### config.mk
export PLATFORM = sky130hd
export DESIGN_NAME = transfer_pause_deadline_gate_top
export DESIGN_NICKNAME = d
export VERILOG_FILES = /design/src/rtl/tpdg_pkg.sv /design/src/rtl/tpdg_front.sv /design/src/rtl/tpdg_queue.sv /design/src/rtl/tpdg_back.sv /design/src/rtl/transfer_pause_deadline_gate_top.sv
export SDC_FILE = /design/constraint.sdc
export NUM_CORES = 2
export LEC_CHECK = 0
export ABC_AREA = 1
export ABC_CLOCK_PERIOD_IN_PS = 11000
export BUFFER_PORTS_ARGS = -buffer_cell sky130_fd_sc_hd__buf_2
export CELL_PAD_IN_SITES_DETAIL_PLACEMENT = 1
export CELL_PAD_IN_SITES_GLOBAL_PLACEMENT = 2
export CORE_UTILIZATION = 34
export CTS_CLUSTER_SIZE = 10
export DETAILED_ROUTE_END_ITERATION = 12
export PLACE_DENSITY = 0.73
export SYNTH_ARGS = -nofsm -noshare
export SYNTH_HDL_FRONTEND = slang
export SYNTH_HIERARCHICAL = 1
export SYNTH_SLANG_ARGS = --single-unit
### constraint.sdc
create_clock -name i_clk -period 11 [get_ports i_clk]
set_input_delay 0 -clock i_clk [delete_from_list [all_inputs] [get_ports i_clk]]
set_output_delay 0 -clock i_clk [all_outputs]
set_load 0.005 [all_outputs]
### src/rtl/tpdg_pkg.sv
// Shared types, constants and helpers for the transfer pause deadline gate.
`default_nettype none

package tpdg_pkg;

    localparam int COUNTER_WIDTH = 32;
    localparam int ACTIVE_WIDTH  = 16;

    localparam int QUEUE_DEPTH = 4;
    localparam int QUEUE_AW    = $clog2(QUEUE_DEPTH);

    localparam int S_TDATA_W  = 184;
    localparam int S_TUSER_W  = 3;
    localparam int M_TDATA_W  = 296;
    localparam int CFG_IDX_W  = 2;
    localparam int CFG_DATA_W = 32;

    localparam int NUM_CNT  = 5;
    localparam int CNT_OK   = 0;
    localparam int CNT_ABRT = 1;
    localparam int CNT_SLOW = 2;
    localparam int CNT_CONN = 3;
    localparam int CNT_PUB  = 4;

    localparam logic [CFG_IDX_W-1:0] CFG_PAUSE  = 2'd0;
    localparam logic [CFG_IDX_W-1:0] CFG_SHELL  = 2'd1;
    localparam logic [CFG_IDX_W-1:0] CFG_WINDOW = 2'd2;
    localparam logic [CFG_IDX_W-1:0] CFG_SLOW   = 2'd3;

    localparam logic [15:0] PAUSE_MS_RST  = 16'd2000;
    localparam logic [15:0] SHELL_MS_RST  = 16'd15000;
    localparam logic [16:0] WINDOW_MS_RST = 17'd45000;
    localparam logic [31:0] SLOW_MS_RST   = 32'd1000;

    typedef enum logic [2:0] {
        CMD_CLEAR  = 3'd0,
        CMD_BEGIN  = 3'd1,
        CMD_END    = 3'd2,
        CMD_SHELL  = 3'd3,
        CMD_CONN   = 3'd4,
        CMD_PUB    = 3'd5,
        CMD_STREAM = 3'd6,
        CMD_QUERY  = 3'd7
    } t_cmd;

    // Classified word passed from front to back.
    typedef struct packed {
        t_cmd               cmd;
        logic [31:0]        now;
        logic [31:0]        pause_dl;
        logic [15:0]        pause_left;
        logic [31:0]        cand_dl;
        logic [16:0]        cand_left;
        logic               stream_ok;
        logic               slow;
        logic [3:0]         reason;
        logic signed [15:0] err;
        logic [31:0]        sent;
        logic [31:0]        total;
    } t_item;

    // Remaining time to a wrap-safe deadline; zero deadline means none.
    function automatic logic [31:0] time_left(input logic [31:0] now,
                                              input logic [31:0] due);
        logic [31:0] diff;
        diff = now - due;
        if (due == 32'd0 || !diff[31]) begin
            return 32'd0;
        end
        return due - now;
    endfunction

endpackage

`default_nettype wire

### src/rtl/tpdg_front.sv
// Front end: configuration registers and per-word classification.
`default_nettype none

module tpdg_front (
    input  wire logic                             i_clk,
    input  wire logic                             i_rst_n,
    input  wire logic                             i_cfg_we,
    input  wire logic [tpdg_pkg::CFG_IDX_W-1:0]   i_cfg_idx,
    input  wire logic [tpdg_pkg::CFG_DATA_W-1:0]  i_cfg_data,
    input  wire logic [tpdg_pkg::S_TDATA_W-1:0]   i_tdata,
    input  wire logic [tpdg_pkg::S_TUSER_W-1:0]   i_tuser,
    output tpdg_pkg::t_item                       o_item
);

    logic [15:0] r_pause_ms;
    logic [15:0] r_shell_ms;
    logic [16:0] r_window_ms;
    logic [31:0] r_slow_ms;

    always_ff @(posedge i_clk) begin
        if (!i_rst_n) begin
            r_pause_ms  <= tpdg_pkg::PAUSE_MS_RST;
            r_shell_ms  <= tpdg_pkg::SHELL_MS_RST;
            r_window_ms <= tpdg_pkg::WINDOW_MS_RST;
            r_slow_ms   <= tpdg_pkg::SLOW_MS_RST;
        end else if (i_cfg_we) begin
            case (i_cfg_idx)
                tpdg_pkg::CFG_PAUSE:  r_pause_ms  <= i_cfg_data[15:0];
                tpdg_pkg::CFG_SHELL:  r_shell_ms  <= i_cfg_data[15:0];
                tpdg_pkg::CFG_WINDOW: r_window_ms <= i_cfg_data[16:0];
                tpdg_pkg::CFG_SLOW:   r_slow_ms   <= i_cfg_data[31:0];
                default: ;
            endcase
        end
    end

    logic [31:0] now;
    logic [31:0] elapsed;
    logic [31:0] worst;
    logic [31:0] shell_dl;
    logic [16:0] shell_left;
    logic [16:0] alt_off;
    logic [31:0] alt_dl;
    logic [16:0] alt_left;
    logic        in_window;
    logic        use_alt;

    assign now     = i_tdata[31:0];
    assign elapsed = i_tdata[63:32];
    assign worst   = i_tdata[100:69];

    // now + d with 0 < d < 2^31 leaves d, unless the sum lands on zero
    assign shell_dl   = now + 32'(r_shell_ms);
    assign shell_left = (shell_dl == 32'd0) ? 17'd0 : {1'b0, r_shell_ms};

    assign in_window = (elapsed != 32'd0) && (elapsed < 32'(r_window_ms));
    assign alt_off   = r_window_ms - elapsed[16:0];
    assign alt_dl    = now + 32'(alt_off);
    assign alt_left  = (alt_dl == 32'd0) ? 17'd0 : alt_off;
    assign use_alt   = in_window && (alt_left > shell_left);

    always_comb begin
        o_item.cmd        = tpdg_pkg::t_cmd'(i_tuser);
        o_item.now        = now;
        o_item.pause_dl   = now + 32'(r_pause_ms);
        o_item.pause_left = (o_item.pause_dl == 32'd0) ? 16'd0 : r_pause_ms;
        o_item.cand_dl    = use_alt ? alt_dl : shell_dl;
        o_item.cand_left  = use_alt ? alt_left : shell_left;
        o_item.stream_ok  = i_tdata[64];
        o_item.slow       = (worst >= r_slow_ms);
        o_item.reason     = i_tdata[68:65];
        o_item.err        = i_tdata[116:101];
        o_item.sent       = i_tdata[148:117];
        o_item.total      = i_tdata[180:149];
    end

endmodule

`default_nettype wire

### src/rtl/tpdg_queue.sv
// Short FIFO of classified words between front and back.
`default_nettype none

module tpdg_queue (
    input  wire logic      i_clk,
    input  wire logic      i_rst_n,
    input  wire logic      i_push,
    input  wire tpdg_pkg::t_item i_item,
    output logic           o_ready,
    input  wire logic      i_pop,
    output logic           o_valid,
    output tpdg_pkg::t_item o_item
);

    tpdg_pkg::t_item                 r_mem [tpdg_pkg::QUEUE_DEPTH];
    logic [tpdg_pkg::QUEUE_AW-1:0]   r_wr_ptr;
    logic [tpdg_pkg::QUEUE_AW-1:0]   r_rd_ptr;
    logic [tpdg_pkg::QUEUE_AW:0]     r_count;
    logic [tpdg_pkg::QUEUE_AW:0]     n_count;
    logic                            do_push;
    logic                            do_pop;

    assign o_ready = (r_count != (tpdg_pkg::QUEUE_AW+1)'(tpdg_pkg::QUEUE_DEPTH));
    assign o_valid = (r_count != '0);
    assign o_item  = r_mem[r_rd_ptr];
    assign do_push = i_push && o_ready;
    assign do_pop  = i_pop && o_valid;

    always_comb begin
        n_count = r_count;
        if (do_push && !do_pop) begin
            n_count = r_count + (tpdg_pkg::QUEUE_AW+1)'(1);
        end else if (do_pop && !do_push) begin
            n_count = r_count - (tpdg_pkg::QUEUE_AW+1)'(1);
        end
    end

    always_ff @(posedge i_clk) begin
        if (do_push) begin
            r_mem[r_wr_ptr] <= i_item;
        end
    end

    always_ff @(posedge i_clk) begin
        if (!i_rst_n) begin
            r_wr_ptr <= '0;
            r_rd_ptr <= '0;
            r_count  <= '0;
        end else begin
            if (do_push) begin
                r_wr_ptr <= r_wr_ptr + tpdg_pkg::QUEUE_AW'(1);
            end
            if (do_pop) begin
                r_rd_ptr <= r_rd_ptr + tpdg_pkg::QUEUE_AW'(1);
            end
            r_count <= n_count;
        end
    end

endmodule

`default_nettype wire

### src/rtl/tpdg_back.sv
// Back end: applies events to transfer state and registers result words.
`default_nettype none

module tpdg_back (
    input  wire logic                            i_clk,
    input  wire logic                            i_rst_n,
    input  wire logic                            i_valid,
    input  wire tpdg_pkg::t_item                 i_item,
    output logic                                 o_pop,
    output logic                                 o_tvalid,
    input  wire logic                            i_tready,
    output logic [tpdg_pkg::M_TDATA_W-1:0]       o_tdata
);

    localparam int CW = tpdg_pkg::COUNTER_WIDTH;
    localparam int AW = tpdg_pkg::ACTIVE_WIDTH;

    logic [AW-1:0]        r_active;
    logic [31:0]          r_pause_dl;
    logic [31:0]          r_prio_dl;
    logic [CW-1:0]        r_cnt [tpdg_pkg::NUM_CNT];
    logic [3:0]           r_reason;
    logic signed [15:0]   r_err;
    logic [31:0]          r_sent;
    logic [31:0]          r_total;
    logic                 r_out_valid;
    logic [tpdg_pkg::M_TDATA_W-1:0] r_out_data;

    logic [AW-1:0]        n_active;
    logic [31:0]          n_pause_dl;
    logic [31:0]          n_prio_dl;
    logic [CW-1:0]        n_cnt [tpdg_pkg::NUM_CNT];
    logic [3:0]           n_reason;
    logic signed [15:0]   n_err;
    logic [31:0]          n_sent;
    logic [31:0]          n_total;
    logic [31:0]          n_pause_left;
    logic [31:0]          n_prio_left;
    logic [31:0]          stored_pause_left;
    logic [31:0]          stored_prio_left;
    logic [31:0]          max_left;
    logic                 pause_now;
    logic [tpdg_pkg::M_TDATA_W-1:0] n_out_data;
    logic                 load;

    assign load     = i_valid && (!r_out_valid || i_tready);
    assign o_pop    = load;
    assign o_tvalid = r_out_valid;
    assign o_tdata  = r_out_data;

    assign stored_pause_left = tpdg_pkg::time_left(i_item.now, r_pause_dl);
    assign stored_prio_left  = tpdg_pkg::time_left(i_item.now, r_prio_dl);

    always_comb begin
        n_active     = r_active;
        n_pause_dl   = r_pause_dl;
        n_prio_dl    = r_prio_dl;
        n_cnt        = r_cnt;
        n_reason     = r_reason;
        n_err        = r_err;
        n_sent       = r_sent;
        n_total      = r_total;
        n_pause_left = stored_pause_left;
        n_prio_left  = stored_prio_left;
        case (i_item.cmd)
            tpdg_pkg::CMD_CLEAR: begin
                n_active     = '0;
                n_pause_dl   = '0;
                n_prio_dl    = '0;
                for (int i = 0; i < tpdg_pkg::NUM_CNT; i++) begin
                    n_cnt[i] = '0;
                end
                n_reason     = '0;
                n_err        = '0;
                n_sent       = '0;
                n_total      = '0;
                n_pause_left = '0;
                n_prio_left  = '0;
            end
            tpdg_pkg::CMD_BEGIN: begin
                if (r_active != '1) begin
                    n_active = r_active + AW'(1);
                end
                n_pause_dl   = i_item.pause_dl;
                n_pause_left = 32'(i_item.pause_left);
            end
            tpdg_pkg::CMD_END: begin
                if (r_active != '0) begin
                    n_active = r_active - AW'(1);
                end
                n_pause_dl   = i_item.pause_dl;
                n_pause_left = 32'(i_item.pause_left);
            end
            tpdg_pkg::CMD_SHELL: begin
                if (32'(i_item.cand_left) > stored_prio_left) begin
                    n_prio_dl   = i_item.cand_dl;
                    n_prio_left = 32'(i_item.cand_left);
                end
            end
            tpdg_pkg::CMD_CONN: begin
                n_cnt[tpdg_pkg::CNT_CONN] = r_cnt[tpdg_pkg::CNT_CONN] + CW'(1);
            end
            tpdg_pkg::CMD_PUB: begin
                n_cnt[tpdg_pkg::CNT_PUB] = r_cnt[tpdg_pkg::CNT_PUB] + CW'(1);
            end
            tpdg_pkg::CMD_STREAM: begin
                if (i_item.stream_ok) begin
                    n_cnt[tpdg_pkg::CNT_OK] = r_cnt[tpdg_pkg::CNT_OK] + CW'(1);
                end else begin
                    n_cnt[tpdg_pkg::CNT_ABRT] = r_cnt[tpdg_pkg::CNT_ABRT] + CW'(1);
                end
                if (i_item.slow) begin
                    n_cnt[tpdg_pkg::CNT_SLOW] = r_cnt[tpdg_pkg::CNT_SLOW] + CW'(1);
                end
                n_reason = i_item.reason;
                n_err    = i_item.err;
                n_sent   = i_item.sent;
                n_total  = i_item.total;
            end
            default: ;
        endcase
    end

    assign max_left  = (n_pause_left > n_prio_left) ? n_pause_left : n_prio_left;
    assign pause_now = (n_active != '0) || (n_pause_left != '0) || (n_prio_left != '0);

    assign n_out_data = {
        3'd0,
        n_total,
        n_sent,
        n_err,
        n_reason,
        32'(n_cnt[tpdg_pkg::CNT_PUB]),
        32'(n_cnt[tpdg_pkg::CNT_CONN]),
        32'(n_cnt[tpdg_pkg::CNT_SLOW]),
        32'(n_cnt[tpdg_pkg::CNT_ABRT]),
        32'(n_cnt[tpdg_pkg::CNT_OK]),
        16'(n_active),
        max_left,
        pause_now
    };

    always_ff @(posedge i_clk) begin
        if (!i_rst_n) begin
            r_active    <= '0;
            r_pause_dl  <= '0;
            r_prio_dl   <= '0;
            for (int i = 0; i < tpdg_pkg::NUM_CNT; i++) begin
                r_cnt[i] <= '0;
            end
            r_reason    <= '0;
            r_err       <= '0;
            r_sent      <= '0;
            r_total     <= '0;
            r_out_valid <= 1'b0;
        end else if (load) begin
            r_active    <= n_active;
            r_pause_dl  <= n_pause_dl;
            r_prio_dl   <= n_prio_dl;
            r_cnt       <= n_cnt;
            r_reason    <= n_reason;
            r_err       <= n_err;
            r_sent      <= n_sent;
            r_total     <= n_total;
            r_out_valid <= 1'b1;
        end else if (i_tready) begin
            r_out_valid <= 1'b0;
        end
    end

    always_ff @(posedge i_clk) begin
        if (load) begin
            r_out_data <= n_out_data;
        end
    end

endmodule

`default_nettype wire

### src/rtl/transfer_pause_deadline_gate_top.sv
// Top level of the transfer pause deadline gate.
// Path: an accepted word is queued, then loaded into the output register when it is free.
// Throughput: one word per cycle while m_axis is ready; a 4-word queue buffers stalls.
// Reset (synchronous, i_rst_n low): counters, deadlines and last-result fields clear,
// configuration returns to 2000/15000/45000/1000 ms, queue and output empty.
`default_nettype none

module transfer_pause_deadline_gate_top (
    input  wire logic                             i_clk,
    input  wire logic                             i_rst_n,
    input  wire logic                             i_cfg_we,
    input  wire logic [tpdg_pkg::CFG_IDX_W-1:0]   i_cfg_idx,
    input  wire logic [tpdg_pkg::CFG_DATA_W-1:0]  i_cfg_data,
    input  wire logic                             s_axis_tvalid,
    output logic                                  s_axis_tready,
    // now_time, connect_elapsed, stream_ok, stop_reason, worst_write_time,
    // socket_error, bytes_sent, bytes_total, zero pad
    input  wire logic [tpdg_pkg::S_TDATA_W-1:0]   s_axis_tdata,
    // command
    input  wire logic [tpdg_pkg::S_TUSER_W-1:0]   s_axis_tuser,
    output logic                                  m_axis_tvalid,
    input  wire logic                             m_axis_tready,
    // pause_now, pause_left, active_now, ok_total, abort_total, slow_total,
    // connect_defer_total, publish_defer_total, recent_reason, recent_error,
    // recent_sent, recent_total, zero pad
    output logic [tpdg_pkg::M_TDATA_W-1:0]        m_axis_tdata
);

    tpdg_pkg::t_item front_item;
    tpdg_pkg::t_item back_item;
    logic            q_valid;
    logic            q_pop;

    tpdg_front u_front (
        .i_clk      (i_clk),
        .i_rst_n    (i_rst_n),
        .i_cfg_we   (i_cfg_we),
        .i_cfg_idx  (i_cfg_idx),
        .i_cfg_data (i_cfg_data),
        .i_tdata    (s_axis_tdata),
        .i_tuser    (s_axis_tuser),
        .o_item     (front_item)
    );

    tpdg_queue u_queue (
        .i_clk   (i_clk),
        .i_rst_n (i_rst_n),
        .i_push  (s_axis_tvalid),
        .i_item  (front_item),
        .o_ready (s_axis_tready),
        .i_pop   (q_pop),
        .o_valid (q_valid),
        .o_item  (back_item)
    );

    tpdg_back u_back (
        .i_clk    (i_clk),
        .i_rst_n  (i_rst_n),
        .i_valid  (q_valid),
        .i_item   (back_item),
        .o_pop    (q_pop),
        .o_tvalid (m_axis_tvalid),
        .i_tready (m_axis_tready),
        .o_tdata  (m_axis_tdata)
    );

endmodule

`default_nettype wire

==> run_results.csv <==
group,metric,value,unit
worst_setup_path,critPathArrivalTime,9980,ps
timing,fin_crit,9460,ps
synthesis,synth-edff-count,1165,
synthesis,seq_area_frac_synth,53.8,%
timing,finalCritPeriodShare,86.0,%
timing,maxSlewHeadroom,17.0,%
layout,fillerInstances,27510,
synthesis,netlist_instances,9122,
worst_setup_path,r2r_setup_slack,1540,ps
power_and_ir_drop,cellLeakagePower,0.0394,uW
layout,final_cells,13017,
synthesis,ys_ff_latch,1580,
detailed_routing,num_vias,66614,
place,dpl.cell_count,12362,
power_and_ir_drop,switching_share,45.0,%
timing,worst_pin_slew,1250,ps
timing,hold_viol_final,0,
detailed_routing,ant_nets,0,
timing,finalSetupTns,0,ps
synthesis,synth_compound_area_share,13.3,%
grt,grt_pass1_wl,429000,um
power_and_ir_drop,internal_power,15200,uW
synthesis,ys_async_sr_fraction,0,%
grt,antenna_found_initial,20,
min_path,hold_class,"primary input to register",
worst_setup_path,cp-end-kind,"register",
detailed_routing,drt_iter0_drc,4214,
power_and_ir_drop,p_seq_share,32.9,%
die,coreArea,0.235,mm^2
place,portBuffers,517,
worst_setup_path,start_kind,"register",
clock_network,clock_sinks,1580,
synthesis,synthXorXnorAreaFrac,1.02,%
worst_setup_path,cp_data_required_time,11520,ps
clock_network,cts_resized,0,
clock_network,path_clk_slew,50,ps
worst_setup_path,endpoint,"u_back/o_tdata[4]$_DFFE_PP_",
place,post-dp-hpwl,205000,um
clock_network,clockBufferDepth,3,
power_and_ir_drop,power.switching,12400,uW
die,fp.dieW,488,um
synthesis,yosys.area_share.simple,17.6,%
synthesis,synth_fa_ha_area_share,5.09,%
detailed_routing,wl_per_cell,22.2,um
worst_setup_path,crit_top_cell,"nand2_1",
clock_network,cts_root_buf,"clkbuf_16",
die,io-pin-count,524,
clock_network,h-tree-depth,4,
synthesis,yosysWarnings,6,
die,fp-row-count,178,
layout,area_growth,16.7,%
die,dieArea,0.239,mm^2
synthesis,muxShareOfSynthArea,0,%
power_and_ir_drop,powerDensity,294,mW/mm^2
timing,clock_skew,48.9,ps
synthesis,ys.flop_type,"edfxtp_1",
power_and_ir_drop,ir_worst_vdd,0.371,mV
clock_network,cts_buffers,186,
power_and_ir_drop,pwr-share-comb,45.9,%
grt,overflow,0,
worst_setup_path,r2r-end,"u_back/o_tdata[4]$_DFFE_PP_",
die,initial_core_util,34.2,%
synthesis,netlist_area,0.0805,mm^2
worst_setup_path,cpPeakStageDelay,730,ps
clock_network,cts_tree,"built",
grt,track_usage,23.7,%
synthesis,synth.area.top_cells,"edfxtp_1, dfxtp_1, nand2_1",
grt,grt_pass1_vias,68292,
synthesis,synth_top_family_by_area,"simple AND/OR/NAND/NOR gates",
synthesis,syn_area_per_cell,8.82,um^2
synthesis,synth_top_area_share,43.5,%
worst_setup_path,cpMaxStageDelayCell,"a2111oi_0",
synthesis,yosysTopAreaCell,"edfxtp_1",
die,die_y,488,um
synthesis,synthDistinctLibCells,72,
grt,grt_max_degree,205,
worst_setup_path,worstRegToRegCells,40,
timing,drv_slew,0,
worst_setup_path,critical_path_class,"register to register",
detailed_routing,totalWireLength,289000,um
power_and_ir_drop,power_frac_clock,21.2,%
timing,clock.fmax,0.106,GHz
layout,fin_nets,10251,
detailed_routing,viasPerCell,5.12,
detailed_routing,drcViolationCount,0,
timing,rsz0062_at_grt,"false",
clock_network,clkLatencyLatePin,840,ps
flow_run,maxCapViolations,0,
place,gp_congestion,0.884,
detailed_routing,drt_first_pass_iters,6,
status,outcome,"completed",
layout,final_layout_size_suffix_gt1_share,9.69,%
timing,finalSetupViolCount,0,
worst_setup_path,path_max_fanout,71,
[layer usage]
layer	up-vias	share of wire (%)	GRT usage, %	wire length, um
li1	31745	-	-	-
met1	33161	47	33.3	137000
met2	1400	46	38.4	133000
met3	292	4.7	3.20	13600
met4	16	2.1	5.70	6020
met5	-	0.036	0	103
[placed cells by master (no fill, tap or decap), types with 31 or more instances in the layout]
cell / count
a21oi_1: 576
xnor2_1: 31
nor4_1: 31
inv_1: 1244
xor2_1: 63
nand4_1: 105
ha_1: 316
o21ai_1: 43
nor3_1: 74
nor2_1: 1009
clkbuf_1: 113
dlygate4sd3_1: 302
clkbuf_16: 189
o21ai_0: 1052
nand2_1: 1563
buf_2: 516
edfxtp_1: 1165
o22ai_1: 231
buf_4: 55
nand3_1: 417
dfxtp_1: 413
[critical path: cells and delay by family, from the launching register on]
| family | cells | cell delay, ps |
|---|---|---|
| fa+ha+maj | 3 | 980 |
| simple gates | 23 | 3770 |
| compound gates | 9 | 2130 |
| buf+inv | 5 | 1560 |
| flops | 1 | 540 |
[synthesized netlist by cell type (5+ instances only)]
library cell	number
nand2_2	24
a31oi_1	8
nand3_1	417
nor2_1	1013
o21bai_1	11
o21ai_1	43
o22ai_1	233
nor3_2	10
nor4_1	31
buf_1	12
clkbuf_1	257
buf_2	63
fa_1	7
inv_2	14
a21o_1	23
or2_2	13
nand3_2	12
o21ai_0	1052
nand3b_1	17
nor3_1	74
nand2_1	1565
buf_6	15
nand4_1	105
o21a_1	11
a21oi_1	577
inv_1	1245
xnor2_1	31
dfxtp_1	415
nand2_4	5
nor2_4	9
o211ai_1	20
nor2_2	23
ha_1	316
edfxtp_1	1165
a211oi_1	7
buf_4	141
o221ai_1	8
xor2_1	63
[power groups by stage]
stage,clock [uW],sequential [uW],combinational (uW)
after floorplan,0,9160,7940
after global placement,0,9130,12300
after detailed placement,0,9180,12700
after CTS,6010,9080,12800
after global routing,6240,9210,14200
final,5860,9070,12600
[per-stage QoR]
stage | total power [uW] | util (%) | hold slack [ps] | setup WS [ps] | instance area (um^2)
after CTS | 27900 | 39.9 | 0.505 | 1360 | 93900
after floorplan | 17100 | - | 113 | 482 | 80500
after global routing | 29600 | 39.9 | 76.2 | 604 | 93900
after detailed placement | 21800 | 36.2 | 215 | 1390 | 85100
after global placement | 21500 | 36.2 | 210 | 1600 | 85100
final | 27600 | 39.9 | 83.8 | 1540 | 93900
[timing repair]
| item | CTS | global route |
|---|---|---|
| setup endpoints to repair | 0 | 0 |
| hold endpoints to repair | 674 | 0 |
| hold buffers | 302 | 0 |
| buffers inserted | 0 | 0 |
[state kept, by name (all words and copies together), names as in the netlist, named ones only]
| signal | flops |
|---|---|
| u_back/r_cnt | 160 |
| u_front/r_slow_ms | 32 |
| u_back/r_sent | 32 |
| u_queue/r_count | 3 |
| u_front/r_window_ms | 17 |
| u_queue/r_mem | 872 |
| u_back/r_total | 32 |
| u_back/o_tvalid | 1 |
| u_back/r_reason | 4 |
| u_front/r_pause_ms | 16 |
| u_back/r_active | 16 |
| u_back/r_err | 16 |
| u_back/o_tdata | 293 |
| u_back/r_prio_dl | 32 |
| u_queue/r_rd_ptr | 2 |
| u_queue/r_wr_ptr | 2 |
| u_back/r_pause_dl | 32 |
| u_front/r_shell_ms | 16 |
[worst min-delay path by stage]
stage,depth (start not counted),endpoint,slack (ps),startpoint
after floorplan,2,u_front/r_pause_ms[10]$_SDFFE_PN1P_,110,i_cfg_data[10]
after global placement,1,u_queue/r_mem[1][44]$_DFFE_PP_,210,s_axis_tdata[129]
after detailed placement,1,u_queue/r_mem[2][29]$_DFFE_PP_,220,s_axis_tdata[178]
after CTS,4,u_front/r_shell_ms[11]$_SDFFE_PN1P_,0.5,i_cfg_data[11]
after global routing,4,u_queue/r_count[2]$_SDFFE_PN0P_,80,i_rst_n
final,4,u_front/r_pause_ms[9]$_SDFFE_PN1P_,80,i_cfg_data[9]
[cells by family (layout without fill, tap and decap cells)]
| group | Yosys count | after routing |
|---|---|---|
| simple gates | 3345 | 3345 |
| flops | 1580 | 1580 |
| buf+inv | 1756 | 2492 |
| xor+xnor | 94 | 94 |
| fa+ha+maj | 323 | 323 |
| other cells | 1 | 10 |
| compound gates | 2023 | 2023 |
[cell type report]
type | count | area (um^2) | area share [%]
Timing Repair Buffer | 880 | 6150 | 6.55
Sequential cell | 1580 | 43300 | 46.1
Tap cell | 3150 | 3940 | 4.20
Clock buffer | 320 | 5400 | 5.75
Multi-Input combinational cell | 5788 | 29900 | 31.9
Inverter | 1266 | 4790 | 5.10
Antenna cell | 7 | 17.5 | 0.0187
Clock inverter | 26 | 382 | 0.406
(Power assumes the default switching activity.)
